File: config.mk
export PLATFORM = sky130hd
export DESIGN_NAME = frame_rate_meter_limiter
export DESIGN_NICKNAME = d
export VERILOG_FILES = /design/src/rtl/core/frm_pkg.sv /design/src/rtl/core/frame_rate_meter_limiter.sv /design/src/rtl/core/frm_ring.sv /design/src/rtl/core/frm_div.sv
export SDC_FILE = /design/constraint.sdc
export NUM_CORES = 2
export LEC_CHECK = 0
export BUFFER_PORTS_ARGS = -buffer_cell sky130_fd_sc_hd__buf_2
export CAP_MARGIN = 20
export CORE_MARGIN = 5
export CORE_UTILIZATION = 58
export CTS_BUF_LIST = sky130_fd_sc_hd__clkbuf_8
export CTS_CLUSTER_SIZE = 40
export DETAILED_ROUTE_END_ITERATION = 7
export PLACE_DENSITY = 0.85
export SETUP_SLACK_MARGIN = 0.05
export SYNTH_ARGS = -nofsm -noshare
export SYNTH_HDL_FRONTEND = slang
export SYNTH_SLANG_ARGS = --single-unit
File: constraint.sdc
create_clock -name clk -period 9.95 [get_ports clk]
set_input_delay 0.4975 -clock clk [delete_from_list [all_inputs] [get_ports clk]]
set_output_delay 0.4975 -clock clk [all_outputs]
set_load 0.02 [all_outputs]
File: src/rtl/core/frm_pkg.sv
// Shared sizes, constants and interface structs of the frame rate meter and limiter.
// Used by frm_ring, frm_div and frame_rate_meter_limiter; depends on nothing else.
package frm_pkg;

  // Depth of the frame time ring.
  localparam int SAMPLES = 10;

  localparam int TICK_W   = 32;
  localparam int FRAME_W  = 16;
  localparam int FPS_W    = 18;
  localparam int DELAY_W  = 10;
  localparam int MAXFPS_W = 10;
  localparam int PROD_W   = TICK_W + MAXFPS_W;

  localparam int SLOT_W = (SAMPLES > 1) ? $clog2(SAMPLES) : 1;
  localparam int CNT_W  = $clog2(SAMPLES + 1);
  localparam int SUM_W  = $clog2(SAMPLES * 65535 + 1);

  localparam int FPS_MAX_Q8     = 256000;
  localparam int FPS_DEFAULT_Q8 = 15360;
  localparam int MS_PER_S       = 1000;
  localparam int MAXFPS_RESET   = 60;

  // Dividend width covers 256000 * SAMPLES; the divisor is the ring sum.
  localparam int NUM_W     = $clog2(FPS_MAX_Q8 * SAMPLES + 1);
  localparam int DIV_CNT_W = $clog2(NUM_W + 1);

  localparam int PADDR_W = 3;
  localparam int PDATA_W = 32;
  localparam logic [0:0] REG_MAX_FPS = 1'b0;

  typedef struct packed {
    logic               rd_en;
    logic [SLOT_W-1:0]  rd_addr;
    logic               wr_en;
    logic [SLOT_W-1:0]  wr_addr;
    logic [FRAME_W-1:0] wr_data;
  } frm_ring_req_t;

  typedef struct packed {
    logic             start;
    logic [NUM_W-1:0] num;
    logic [SUM_W-1:0] den;
  } frm_div_req_t;

endpackage

File: src/rtl/core/frame_rate_meter_limiter.sv
// Top level of the frame rate meter and limiter: event sequencer, ring sum and limiter.
// Depends on frm_pkg, frm_ring (frame time memory) and frm_div (serial divider).
//
// Usage. Frame events arrive on the in_ channel (in_valid, in_stall, in_func,
// in_now_ms). A frame begin (in_func low) latches the tick as the start of the
// busy time and gives no result. A frame end gives one result transfer on
// the out_ channel: the time since the previous end (saturated to 16 bits,
// zero on the first end), the rate averaged over the last SAMPLES frame
// times in Q.8 frames per second, and the delay that holds the rate at or
// below max_fps.
// Frame end processing. A frame end reads the old ring entry from the
// registered memory output, updates the running sum, then runs two
// divisions in turn on the one serial divider, the rate first and then the
// period (start, NUM_W steps and the done strobe). One event is handled at
// a time; in_stall is high while an end event is being worked on, so the
// next event is taken only once the result has gone to the output register.
// Stalls and reset. The result waits in an output register while out_stall is
// high, and the block keeps taking events meanwhile; only a second result
// waits for the register to drain. Synchronous reset empties the ring, clears
// the sum, count, slot and ticks, and sets max_fps to 60. The register
// max_fps is written through the APB port at address 0.
module frame_rate_meter_limiter (
  input  logic                          clk,
  input  logic                          rst_n,
  // Event channel
  input  logic                          in_valid,
  output logic                          in_stall,
  input  logic                          in_func,
  input  logic [frm_pkg::TICK_W-1:0]    in_now_ms,
  // Result channel
  output logic                          out_valid,
  input  logic                          out_stall,
  output logic [frm_pkg::FRAME_W-1:0]   out_frame_ms,
  output logic [frm_pkg::FPS_W-1:0]     out_fps_q8,
  output logic [frm_pkg::DELAY_W-1:0]   out_delay_ms,
  // Configuration port
  input  logic                          cfg_psel,
  input  logic                          cfg_penable,
  input  logic                          cfg_pwrite,
  input  logic [frm_pkg::PADDR_W-1:0]   cfg_paddr,
  input  logic [frm_pkg::PDATA_W-1:0]   cfg_pwdata,
  output logic [frm_pkg::PDATA_W-1:0]   cfg_prdata,
  output logic                          cfg_pready
);

  typedef enum logic [2:0] {
    S_IDLE,
    S_READ,
    S_RATE_GO,
    S_RATE_WAIT,
    S_PER_GO,
    S_PER_WAIT,
    S_DONE
  } state_t;

  state_t                          state_r, state_nxt;
  logic [frm_pkg::MAXFPS_W-1:0]    max_fps_r, max_fps_nxt;
  logic [frm_pkg::TICK_W-1:0]      start_tick_r, start_tick_nxt;
  logic [frm_pkg::TICK_W-1:0]      last_end_r, last_end_nxt;
  logic                            seen_end_r, seen_end_nxt;
  logic [frm_pkg::SLOT_W-1:0]      slot_r, slot_nxt;
  logic [frm_pkg::CNT_W-1:0]       cnt_r, cnt_nxt;
  logic [frm_pkg::SUM_W-1:0]       sum_r, sum_nxt;
  logic [frm_pkg::FRAME_W-1:0]     frame_r, frame_nxt;
  logic [frm_pkg::TICK_W-1:0]      busy_r, busy_nxt;
  logic [frm_pkg::PROD_W-1:0]      prod_r, prod_nxt;
  logic [frm_pkg::FPS_W-1:0]       fps_r, fps_nxt;
  logic [frm_pkg::DELAY_W-1:0]     delay_r, delay_nxt;
  logic                            out_valid_r, out_valid_nxt;
  logic [frm_pkg::FRAME_W-1:0]     out_frame_r, out_frame_nxt;
  logic [frm_pkg::FPS_W-1:0]       out_fps_r, out_fps_nxt;
  logic [frm_pkg::DELAY_W-1:0]     out_delay_r, out_delay_nxt;

  logic                            in_xfer;
  logic                            cfg_wr;
  logic                            ring_full;
  logic [frm_pkg::TICK_W-1:0]      elapsed;
  logic [frm_pkg::FRAME_W-1:0]     old_frame;
  logic [frm_pkg::FRAME_W-1:0]     rd_data;
  logic [frm_pkg::TICK_W-1:0]      period;
  logic [frm_pkg::TICK_W-1:0]      slack;
  logic                            div_done;
  logic [frm_pkg::NUM_W-1:0]       div_quot;
  frm_pkg::frm_ring_req_t          ring_req;
  frm_pkg::frm_div_req_t           div_req;

  frm_ring u_ring (
    .clk     (clk),
    .req     (ring_req),
    .rd_data (rd_data)
  );

  frm_div u_div (
    .clk   (clk),
    .rst_n (rst_n),
    .req   (div_req),
    .done  (div_done),
    .quot  (div_quot)
  );

  // Events are only taken while the sequencer is idle.
  assign in_stall = (state_r != S_IDLE);
  assign in_xfer  = in_valid && !in_stall;

  // Configuration port: zero-wait, one register at address zero.
  assign cfg_pready = 1'b1;
  assign cfg_wr     = cfg_psel && cfg_penable && cfg_pwrite && cfg_pready;
  assign cfg_prdata = (cfg_paddr[2] == frm_pkg::REG_MAX_FPS)
                      ? frm_pkg::PDATA_W'(max_fps_r) : '0;

  assign ring_full = (cnt_r >= frm_pkg::CNT_W'(frm_pkg::SAMPLES));
  assign elapsed   = in_now_ms - last_end_r;
  // Slots that were never written hold no defined value, but slots fill in
  // order, so the count tells whether the entry is live.
  assign old_frame = ring_full ? rd_data : '0;
  assign period    = frm_pkg::TICK_W'(div_quot);
  assign slack     = period - busy_r;

  always_comb begin
    state_nxt      = state_r;
    max_fps_nxt    = max_fps_r;
    start_tick_nxt = start_tick_r;
    last_end_nxt   = last_end_r;
    seen_end_nxt   = seen_end_r;
    slot_nxt       = slot_r;
    cnt_nxt        = cnt_r;
    sum_nxt        = sum_r;
    frame_nxt      = frame_r;
    busy_nxt       = busy_r;
    prod_nxt       = prod_r;
    fps_nxt        = fps_r;
    delay_nxt      = delay_r;
    out_valid_nxt  = out_valid_r;
    out_frame_nxt  = out_frame_r;
    out_fps_nxt    = out_fps_r;
    out_delay_nxt  = out_delay_r;
    ring_req       = '0;
    div_req        = '0;

    if (cfg_wr && cfg_paddr[2] == frm_pkg::REG_MAX_FPS) begin
      max_fps_nxt = cfg_pwdata[frm_pkg::MAXFPS_W-1:0];
    end

    // The output register drains independently of the sequencer.
    if (out_valid_r && !out_stall) begin
      out_valid_nxt = 1'b0;
    end

    case (state_r)
      S_IDLE: begin
        if (in_xfer) begin
          if (!in_func) begin
            start_tick_nxt = in_now_ms;
          end else begin
            if (!seen_end_r) begin
              frame_nxt = '0;
            end else if (|elapsed[frm_pkg::TICK_W-1:frm_pkg::FRAME_W]) begin
              frame_nxt = '1;
            end else begin
              frame_nxt = elapsed[frm_pkg::FRAME_W-1:0];
            end
            seen_end_nxt     = 1'b1;
            last_end_nxt     = in_now_ms;
            busy_nxt         = in_now_ms - start_tick_r;
            ring_req.rd_en   = 1'b1;
            ring_req.rd_addr = slot_r;
            state_nxt        = S_READ;
          end
        end
      end
      S_READ: begin
        // Old entry is out of the memory now: swap it for the new frame time.
        sum_nxt          = sum_r - frm_pkg::SUM_W'(old_frame)
                           + frm_pkg::SUM_W'(frame_r);
        ring_req.wr_en   = 1'b1;
        ring_req.wr_addr = slot_r;
        ring_req.wr_data = frame_r;
        slot_nxt         = (slot_r == frm_pkg::SLOT_W'(frm_pkg::SAMPLES - 1))
                           ? '0 : slot_r + 1'b1;
        if (!ring_full) begin
          cnt_nxt = cnt_r + 1'b1;
        end
        prod_nxt  = frm_pkg::PROD_W'(busy_r) * frm_pkg::PROD_W'(max_fps_r);
        state_nxt = S_RATE_GO;
      end
      S_RATE_GO: begin
        div_req.start = 1'b1;
        div_req.num   = frm_pkg::NUM_W'(frm_pkg::FPS_MAX_Q8) * frm_pkg::NUM_W'(cnt_r);
        div_req.den   = sum_r;
        state_nxt     = S_RATE_WAIT;
      end
      S_RATE_WAIT: begin
        if (div_done) begin
          if (sum_r == '0) begin
            fps_nxt = frm_pkg::FPS_W'(frm_pkg::FPS_DEFAULT_Q8);
          end else if (div_quot > frm_pkg::NUM_W'(frm_pkg::FPS_MAX_Q8)) begin
            fps_nxt = frm_pkg::FPS_W'(frm_pkg::FPS_MAX_Q8);
          end else begin
            fps_nxt = div_quot[frm_pkg::FPS_W-1:0];
          end
          state_nxt = S_PER_GO;
        end
      end
      S_PER_GO: begin
        div_req.start = 1'b1;
        div_req.num   = frm_pkg::NUM_W'(frm_pkg::MS_PER_S);
        div_req.den   = frm_pkg::SUM_W'(max_fps_r);
        state_nxt     = S_PER_WAIT;
      end
      S_PER_WAIT: begin
        if (div_done) begin
          // A zero target turns the limiter off; a frame already too long
          // for the target needs no delay.
          if (max_fps_r == '0 || prod_r >= frm_pkg::PROD_W'(frm_pkg::MS_PER_S)) begin
            delay_nxt = '0;
          end else if (period > busy_r) begin
            delay_nxt = slack[frm_pkg::DELAY_W-1:0];
          end else begin
            delay_nxt = '0;
          end
          state_nxt = S_DONE;
        end
      end
      S_DONE: begin
        if (!out_valid_r || !out_stall) begin
          out_valid_nxt = 1'b1;
          out_frame_nxt = frame_r;
          out_fps_nxt   = fps_r;
          out_delay_nxt = delay_r;
          state_nxt     = S_IDLE;
        end
      end
      default: begin
        state_nxt = S_IDLE;
      end
    endcase
  end

  always_ff @(posedge clk) begin
    if (!rst_n) begin
      state_r      <= S_IDLE;
      max_fps_r    <= frm_pkg::MAXFPS_W'(frm_pkg::MAXFPS_RESET);
      start_tick_r <= '0;
      last_end_r   <= '0;
      seen_end_r   <= 1'b0;
      slot_r       <= '0;
      cnt_r        <= '0;
      sum_r        <= '0;
      out_valid_r  <= 1'b0;
    end else begin
      state_r      <= state_nxt;
      max_fps_r    <= max_fps_nxt;
      start_tick_r <= start_tick_nxt;
      last_end_r   <= last_end_nxt;
      seen_end_r   <= seen_end_nxt;
      slot_r       <= slot_nxt;
      cnt_r        <= cnt_nxt;
      sum_r        <= sum_nxt;
      out_valid_r  <= out_valid_nxt;
    end
    frame_r     <= frame_nxt;
    busy_r      <= busy_nxt;
    prod_r      <= prod_nxt;
    fps_r       <= fps_nxt;
    delay_r     <= delay_nxt;
    out_frame_r <= out_frame_nxt;
    out_fps_r   <= out_fps_nxt;
    out_delay_r <= out_delay_nxt;
  end

  assign out_valid    = out_valid_r;
  assign out_frame_ms = out_frame_r;
  assign out_fps_q8   = out_fps_r;
  assign out_delay_ms = out_delay_r;

  a_cnt_range: assert property (@(posedge clk) disable iff (!rst_n)
    cnt_r <= frm_pkg::CNT_W'(frm_pkg::SAMPLES))
    else $error("fill count beyond ring depth");

  a_slot_range: assert property (@(posedge clk) disable iff (!rst_n)
    32'(slot_r) < 32'(frm_pkg::SAMPLES))
    else $error("write slot outside the ring");

  a_empty_sum: assert property (@(posedge clk) disable iff (!rst_n)
    cnt_r == '0 |-> sum_r == '0)
    else $error("empty ring with nonzero sum");

  a_end_reads: assert property (@(posedge clk) disable iff (!rst_n)
    in_xfer && in_func |=> state_r == S_READ)
    else $error("frame end transfer did not start the ring read");

  a_result_src: assert property (@(posedge clk) disable iff (!rst_n)
    $rose(out_valid_r) |-> $past(state_r) == S_DONE)
    else $error("result raised outside the completion state");

endmodule

File: src/rtl/core/frm_ring.sv
// Ring of recent frame times: a single-port-read, single-port-write synchronous memory.
// Depends on frm_pkg for the depth and the request struct.
module frm_ring (
  input  logic                        clk,
  input  frm_pkg::frm_ring_req_t      req,
  output logic [frm_pkg::FRAME_W-1:0] rd_data
);

  logic [frm_pkg::FRAME_W-1:0] mem [frm_pkg::SAMPLES];
  logic [frm_pkg::FRAME_W-1:0] rd_data_r;

  always_ff @(posedge clk) begin
    if (req.wr_en) begin
      mem[req.wr_addr] <= req.wr_data;
    end
    if (req.rd_en) begin
      rd_data_r <= mem[req.rd_addr];
    end
  end

  assign rd_data = rd_data_r;

endmodule

File: src/rtl/core/frm_div.sv
// Restoring divider, one quotient bit per cycle, shared by the rate and the period.
// Depends on frm_pkg for the operand widths and the request struct.
module frm_div (
  input  logic                      clk,
  input  logic                      rst_n,
  input  frm_pkg::frm_div_req_t     req,
  output logic                      done,
  output logic [frm_pkg::NUM_W-1:0] quot
);

  logic                          busy_r, busy_nxt;
  logic                          done_r, done_nxt;
  logic [frm_pkg::DIV_CNT_W-1:0] cnt_r, cnt_nxt;
  logic [frm_pkg::NUM_W-1:0]     dvd_r, dvd_nxt;
  logic [frm_pkg::SUM_W-1:0]     rem_r, rem_nxt;
  logic [frm_pkg::SUM_W-1:0]     den_r, den_nxt;
  logic [frm_pkg::SUM_W:0]       trial;
  logic                          fits;

  // The dividend register doubles as the quotient: its top bit moves into the
  // remainder and the new quotient bit enters at the bottom.
  always_comb begin
    trial    = {rem_r, dvd_r[frm_pkg::NUM_W-1]};
    fits     = trial >= {1'b0, den_r};
    busy_nxt = busy_r;
    done_nxt = 1'b0;
    cnt_nxt  = cnt_r;
    dvd_nxt  = dvd_r;
    rem_nxt  = rem_r;
    den_nxt  = den_r;
    if (req.start) begin
      busy_nxt = 1'b1;
      cnt_nxt  = frm_pkg::DIV_CNT_W'(frm_pkg::NUM_W);
      dvd_nxt  = req.num;
      rem_nxt  = '0;
      den_nxt  = req.den;
    end else if (busy_r) begin
      rem_nxt = fits ? frm_pkg::SUM_W'(trial - {1'b0, den_r}) : trial[frm_pkg::SUM_W-1:0];
      dvd_nxt = {dvd_r[frm_pkg::NUM_W-2:0], fits};
      cnt_nxt = cnt_r - 1'b1;
      if (cnt_r == frm_pkg::DIV_CNT_W'(1)) begin
        busy_nxt = 1'b0;
        done_nxt = 1'b1;
      end
    end
  end

  always_ff @(posedge clk) begin
    if (!rst_n) begin
      busy_r <= 1'b0;
      done_r <= 1'b0;
      cnt_r  <= '0;
    end else begin
      busy_r <= busy_nxt;
      done_r <= done_nxt;
      cnt_r  <= cnt_nxt;
    end
    dvd_r <= dvd_nxt;
    rem_r <= rem_nxt;
    den_r <= den_nxt;
  end

  assign done = done_r;
  assign quot = dvd_r;

endmodule

==> results.yml <==
yosys:
  syn_inst: 3522
  synthTopCellsByArea: "edfxtp_1 31%, fa_1 15%, ha_1 7.6%"
  yosysUniqueCellTypes: 82
  syn-cell-area_um2: 36200
  synth-edff-count: 377
  async_reset_ff_share_pct: 0
  yosysTopAreaCell: "edfxtp_1"
  ys_seq_elements: 511
  ys.flop_type: "edfxtp_1"
  yosys.area.top_type_share_pct: 31.2
  ys_seq_area_share_pct: 38.6
  syn_avg_cell_area_um2: 10.3
  yosysWarnings: 0
global_routing:
  antenna_found_initial: 9
  grt_use_total_pct: 25.2
  grt_pass1_vias: 26300
  grt_overflow: 0
  grt_pass1_wl_um: 137000
  grt_max_degree: 100
critical_path:
  crit_required_ns: 10.38
  crit_fanout: 36
  start_kind: "register"
  criticalPathCategory: "register to register"
  cp-end-kind: "register"
  cp.arrival_ns: 7.40
  reg2reg_slack_ns: 2.98
floorplanning:
  core_um2: 61800
  die_y_um: 260
  initial_core_util_pct: 58.6
  die_area_um2: 67600
  num_rows: 91
  fp.dieW_um: 260
  ios: 154
drt:
  top_layer: "met5"
  drtIter0Drc: 2532
  avgRoutedWirePerCell_um: 18.8
  wl_met2_um: 40500
  route.vias.total: 26100
  first_pass_iters: 5
  wl_met3_um: 7300
  wl_met1_um: 33600
  via_per_inst: 5.80
  routed_wirelength_um: 84700
  drc: 0
  antenna_left: 0
placed_design:
  gp_congestion: 0.910
  numPortBuffers: 106
  dp_hpwl_um: 60000
cts:
  ctsResizeCount: 0
  postCtsSetupBuffers: 0
  cts_inserted_buffers: 82
  path_clk_slew_ns: 0.06
  cts_num_sinks: 511
  ctsHtreeMaxLevel: 3
  clockBufferDepth: 3
  cts-root-buf: "clkbuf_8"
  insertion_delay_ns: 0.72
  holdBufCountCts: 0
  cts_tree: "yes"
power_and_ir_drop:
  power_density_nw_per_um2: 212
  p_int_mw: 5.13
  pwr-share-seq_pct: 33.6
  switchingPower_mw: 3.19
  clockPowerShare_pct: 22.4
  p_comb_share_pct: 44.0
  p_sw_share_pct: 38.3
  p_total_mw: 8.32
  ir_worst_vdd_uv: 142
  power.leakage_nw: 16.6
sta:
  timing_max_transition_violations_final: 0
  slew_headroom_pct: 20.9
  period_share_pct: 70.0
  tightest_slew_ns: 1.18
  max_freq_ghz: 0.144
  period_minus_slack_ns: 6.97
  finalHoldViolations: 0
  finalSetupTns_ns: 0
  rsz0062_at_grt: "no"
  finClkSkew_ns: 0.0451
  setup_viol: 0
final_layout:
  finalNetCount: 4159
  final_common_cell: "inv_1"
  area_growth_syn_to_layout_pct: 8.31
  drive_gt1_share_pct: 9.49
  fillCellCount: 4643
  layout_common_cells: "460 x inv_1, 409 x nand2_1, 377 x edfxtp_1, 265 x fa_1, 221 x ha_1"
worst_hold_path:
  worst_hold_path_type: "input pin to register"
status:
  status: "complete, no violations"
flow_run:
  cap_viol_max_count: 0
-- worst paths after layout --
kind / from / endpoint / cells after the start
worst max-delay path: max_fps_r[1]$_SDFFE_PN0P_ / prod_r[41]$_DFFE_PN_ / 20
worst min-delay path: cfg_pwdata[5] / max_fps_r[5]$_SDFFE_PN1P_ / 3
worst max register to register: max_fps_r[1]$_SDFFE_PN0P_ / prod_r[41]$_DFFE_PN_ / 20
worst min register to register: fps_r[11]$_SDFFCE_PP1P_ / out_fps_q8[11]$_DFFE_PP_ / 0
-- synth_stat cells (8+ instances only) --
cell,count
mux2i_1,30
dfxtp_1,134
a21boi_2,10
a211o_1,8
ha_1,221
o21ai_0,106
a21boi_0,90
xnor2_1,68
a22o_1,20
nand4_1,18
and2_1,208
inv_1,446
edfxtp_1,377
nor3_1,56
a21oi_1,136
fa_1,265
nor2b_1,59
nand2_1,409
nor4_1,22
nand3_1,43
and3_1,14
a211oi_1,21
mux4_2,32
clkbuf_1,142
or3_1,10
nor2_1,166
o211ai_1,11
xor2_1,56
o31ai_1,11
and4_1,8
buf_4,23
o22ai_1,22
a221oi_1,18
o21bai_1,10
nor3b_1,20
o21a_1,34
nand2b_1,26
a21o_1,51
a31oi_1,14
-- metrics by stage --
| stage | cells | setup slack (ns) | cell area (um^2) | hold slack [ns] | util, % |
|---|---|---|---|---|---|
| 3_3_place_gp | 4348 | 3.28 | 37500 | 0.405 | 60.7 |
| 2_1_floorplan | 3543 | 3.75 | 36300 | 0.400 | - |
| 3_5_place_dp | 4348 | 3.16 | 37500 | 0.405 | 60.7 |
| 5_1_grt | 4508 | 2.63 | 39200 | 0.0257 | 63.5 |
| 4_1_cts | 4501 | 3.10 | 39200 | 0.00163 | 63.4 |
| 6_report | 4508 | 2.98 | 39200 | 0.0460 | 63.5 |
-- cell type report --
class / count / area, um^2 / share of cell area, %
Multi-Input combinational cell: 2410 / 20000 / 50.9
Sequential cell: 511 / 14000 / 35.7
Inverter: 449 / 1690 / 4.30
Clock buffer: 89 / 1220 / 3.12
Tap cell: 837 / 1050 / 2.67
Timing Repair Buffer: 144 / 833 / 2.12
Clock inverter: 64 / 477 / 1.21
Antenna cell: 4 / 10.0 / 0.0255
-- state kept, by name, indices dropped and copies added (netlist names), 10 cells and up --
signal	cells
busy_r	32
delay_r	10
fps_r	18
frame_r	16
last_end_r	32
max_fps_r	10
out_delay_ms	10
out_fps_q8	18
out_frame_ms	16
prod_r	39
start_tick_r	32
sum_r	20
u_div.den_r	20
u_div.quot	22
u_div.rem_r	20
u_ring.mem	160
u_ring.rd_data	16
-- power groups by stage --
stage,clock network [mW],registers (mW),logic (mW)
after global placement,0,2.83,3.50
after global routing,1.99,2.81,4.15
after floorplan,0,2.75,2.90
after detailed placement,0,2.83,3.60
after CTS,1.89,2.79,3.64
final,1.86,2.79,3.66
-- worst max-delay path: stages, from the launching register on --
cell and delay, ns:
dfxtp_2 0.93, nand2_1 0.15, fa_1 0.53, inv_1 0.05
fa_1 0.53, fa_1 0.46, fa_1 0.56, inv_1 0.07
fa_1 0.57, inv_1 0.05, ha_1 0.37, a22o_1 0.23
nor3_1 0.19, nand2_1 0.09, o211ai_1 0.32, a31oi_1 0.22
o31ai_2 0.38, a211oi_1 0.14, a2111oi_1 0.59, o31ai_1 0.14
xnor2_1 0.15
-- per-layer routing --
metal  vias to the layer above  global-route usage (%)
met4                         2                    9.11
met3                       232                    5.12
met5                         -                       0
li1                      12100                       -
met1                     12600                    33.2
met2                      1202                    41.8
-- cells by family after synthesis --
kind of cell | share of synthesized area [%]
simple gates | 14.9
fa+ha+maj | 22.3
other cells | 0.0207
buf+inv | 6.72
xor+xnor | 3.00
flops | 38.6
mux | 2.88
compound gates | 11.6
Power figures use the tool's default switching activity.
